==> src/rtl/core/edd_ram.sv <==
`timescale 1ns / 1ps

module edd_ram #(
   parameter int WIDTH = 8,
   parameter int DEPTH = 16,
   localparam int ADDR_BITS = $clog2(DEPTH)
) (
   input  logic                 clock,
   input  logic                 wr_en,
   input  logic [ADDR_BITS-1:0] wr_addr,
   input  logic [WIDTH-1:0]     wr_data,
   input  logic                 rd_en,
   input  logic [ADDR_BITS-1:0] rd_addr,
   output logic [WIDTH-1:0]     rd_data
);

   logic [WIDTH-1:0] mem [DEPTH];
   logic [WIDTH-1:0] rd_data_ff;

   always_ff @(posedge clock) begin
      if (wr_en) begin
         mem[wr_addr] <= wr_data;
      end
      if (rd_en) begin
         rd_data_ff <= mem[rd_addr];
      end
   end

   assign rd_data = rd_data_ff;

endmodule

==> config.mk <==
export PLATFORM = sky130hd
export DESIGN_NAME = edd_ram
export DESIGN_NICKNAME = d
export VERILOG_FILES = /design/src/rtl/core/edd_ram.sv
export SDC_FILE = /design/constraint.sdc
export NUM_CORES = 1
export LEC_CHECK = 0
export ABC_AREA = 1
export CAP_MARGIN = 0
export CORE_MARGIN = 2
export CORE_UTILIZATION = 35
export CTS_BUF_LIST = sky130_fd_sc_hd__clkbuf_4
export CTS_CLUSTER_SIZE = 16
export DETAILED_ROUTE_END_ITERATION = 8
export DONT_BUFFER_PORTS = 1
export GPL_TIMING_DRIVEN = 1
export PLACE_DENSITY = 0.48
export SETUP_SLACK_MARGIN = 0.1
export SKIP_LAST_GASP = 1
export SYNTH_ARGS = -nofsm -noshare
export SYNTH_HDL_FRONTEND = slang
export SYNTH_SLANG_ARGS = --single-unit
export TNS_END_PERCENT = 100
==> constraint.sdc <==
create_clock -name clock -period 1.1 [get_ports clock]
set_input_delay 0.165 -clock clock [delete_from_list [all_inputs] [get_ports clock]]
set_output_delay 0.165 -clock clock [all_outputs]
set_load 0.005 [all_outputs]
==> results_dict.tcl <==
set metrics [dict create \
    final-seq-area_um2 4080 \
    route.vias.total 3790 \
    dr.pass1.iters 5 \
    dp_hpwl_um 9020 \
    r2r.worst_path.cells 6 \
    path_depth 0 \
    std_cell_rows 47 \
    endpoint "rd_data[6]" \
    synth_area_um2 5850 \
    hold_buffers 11 \
    synth_seq_cells 136 \
    clock_latency_ns 0.56 \
    drc 0 \
    mostFrequentLayoutCell "nand2_1" \
    crit_path_start_kind "flip-flop" \
    p_leak_nw 2.88 \
    status "finished with violations" \
    start_util_pct 35.5 \
    finalCritPeriodShare_pct 110 \
    yosysWarnings 0 \
    netlist_instances 551 \
    hold_slack_ns -0.0470 \
    fp.coreArea_um2 16500 \
    rsz0062_at_grt "yes" \
    drt-total-wl_um 14500 \
    cts_buffer_depth 2 \
    hold_viol_final 4 \
    end_kind "primary output" \
    die_width_um 133 \
    place_area_um2 6160 \
    drive_above_1_share_pct 18.9 \
    detail-route-antenna-nets 0 \
    period_minus_slack_ns 1.21 \
    wire_per_inst_um 17.8 \
    synth_nets 570 \
    cts.sink_count 136 \
    grt_overflow_total 0 \
    maxSlewViolCount 0 \
    worst_pin_slew_ns 0.900 \
    clock_skew_ns 0.0127 \
    post-route-util_pct 41.6 \
    max_freq_mhz 829 \
    drt_iter0_markers 293 \
    hold_path_class "in -> reg" \
    grt_pass1_vias 3817 \
    grtUsageTotal_pct 17.2 \
    cts_tree "done" \
    via_per_inst 4.66 \
    r2r_end "rd_data[1]" \
    seq_area_frac_synth_pct 69.8 \
    cts_made_buffers 17 \
    grt_max_degree 66 \
    path_class "reg -> out" \
    grt_antenna_before_repair 1 \
    yosys-top-cells-area "edfxtp_1 (70%), nand2_1 (11%), nand3_1 (8.3%), inv_1 (6.4%), buf_6 (1.2%)" \
    worstPathMaxFanout 1 \
    clockRootBuffer "clkbuf_4" \
    grt_first_pass_wirelength_um 22100 \
    htreeDepth 4 \
    die_h_um 133 \
    final_cell_mix "nand2_1 (166), edfxtp_1 (136), inv_1 (98)" \
    reg2reg_from "mem[1][1]" \
    cp.arrival_ns 1.04 \
    multi_input_area_um2 1480 \
    crit_start "rd_data[6]" \
    avgSynthCellArea_um2 10.6 \
    synth_top_cell_by_area "edfxtp_1" \
    rrSetupSlack_ns -0.02 \
    violations "negative hold slack, negative setup slack" \
    synth.distinct_cells 11 \
    maxCapViolations 0 \
    ir_worst_vdd_mv 0.531 \
    synth_top_area_share_pct 69.8 \
    die_area_um2 17800 \
    io_pins 27 \
    postCtsSetupRepairBufs 0 \
    final_nets 599 \
    power_density_nw_per_um2 1490 \
    port_buffers 0 \
    setup_viol 11 \
    clk_pin_slew_ns 0.12 \
    fillers 1614 \
    setup_ws_ns -0.106 \
    final_cell_area_um2 6840 \
    place_congestion 0.888 \
    relSlewSlack_pct 40.0 \
    worstPathRequired_ns 0.94 \
    synthToLayoutAreaGrowth_pct 17.0 \
]
==> where the power goes <==
part	switching, W	internal, W	leakage, nW	total, W
Sequential	0.0000439	0.00583	1.24	0.00588
Clock	0.00183	0.00180	0.161	0.00363
Combinational	0.000476	0.000225	1.49	0.000701
==> worst min-delay path by stage <==
| stage | from | to | slack, ns | cells past startpoint |
|---|---|---|---|---|
| 2_1_floorplan | wr_data[0] | mem[0][0] | 0.26 | 0 |
| 3_3_place_gp | wr_data[4] | mem[0][4] | 0.27 | 0 |
| 3_5_place_dp | wr_data[0] | mem[14][0] | 0.26 | 0 |
| 4_1_cts | rd_addr[1] | rd_data[4] | -0.10 | 4 |
| 5_1_grt | rd_addr[1] | rd_data[7] | -0.05 | 4 |
| 6_report | rd_addr[1] | rd_data[5] | -0.05 | 4 |
==> final cells by class <==
cell class	count	share of cell area (%)
inverters	102	5.60
well taps	220	4.02
flip-flops and latches	136	59.7
repair buffers	34	4.46
clock inverters	14	2.65
multi-input cells	289	21.6
diodes	1	0.0366
clock buffers	18	1.97
==> cell families (layout without fill, tap and decap cells) <==
family,Yosys count,after routing,synth area share [%]
flip-flops,136,136,69.8
AND/OR/NAND/NOR,289,289,20.8
buffers and inverters,126,168,9.39
other,0,1,0
==> synthesized netlist by cell type (all sizes together) <==
library cell  count
nand2           173
edfxtp          136
inv             102
nand3            97
buf              24
nor2             17
nand3b            2
==> stage by stage <==
stage	power [W]	TNS, ns	worst slack, ns	cells
6_report	0.0102	-0.588	-0.106	814
5_1_grt	0.0106	-1.47	-0.155	814
4_1_cts	0.0103	-1.53	-0.149	813
3_5_place_dp	0.00647	-1.38	-0.240	770
3_3_place_gp	0.00647	-1.17	-0.199	770
2_1_floorplan	0.00639	-1.24	-0.0158	551
==> metal layers <==
metal	wire length (um)	vias up	global-route usage (%)
met4	224	0	5.02
met5	0	-	0
li1	-	1838	-
met3	630	16	4.26
met2	6850	98	27.6
met1	6770	1838	23.3
==> registers in the layout, indices dropped and copies added, names as in the netlist <==
register and count:
mem 128, rd_data 8
==> repair_timing <==
| item | 4_1_cts | 5_1_grt |
|---|---|---|
| hold endpoints to repair | 144 | 6 |
| setup endpoints to repair | 16 | 41 |
| pin swaps | 32 | 28 |
| gates resized for setup | 27 | 30 |
(Power assumes the default switching activity.)
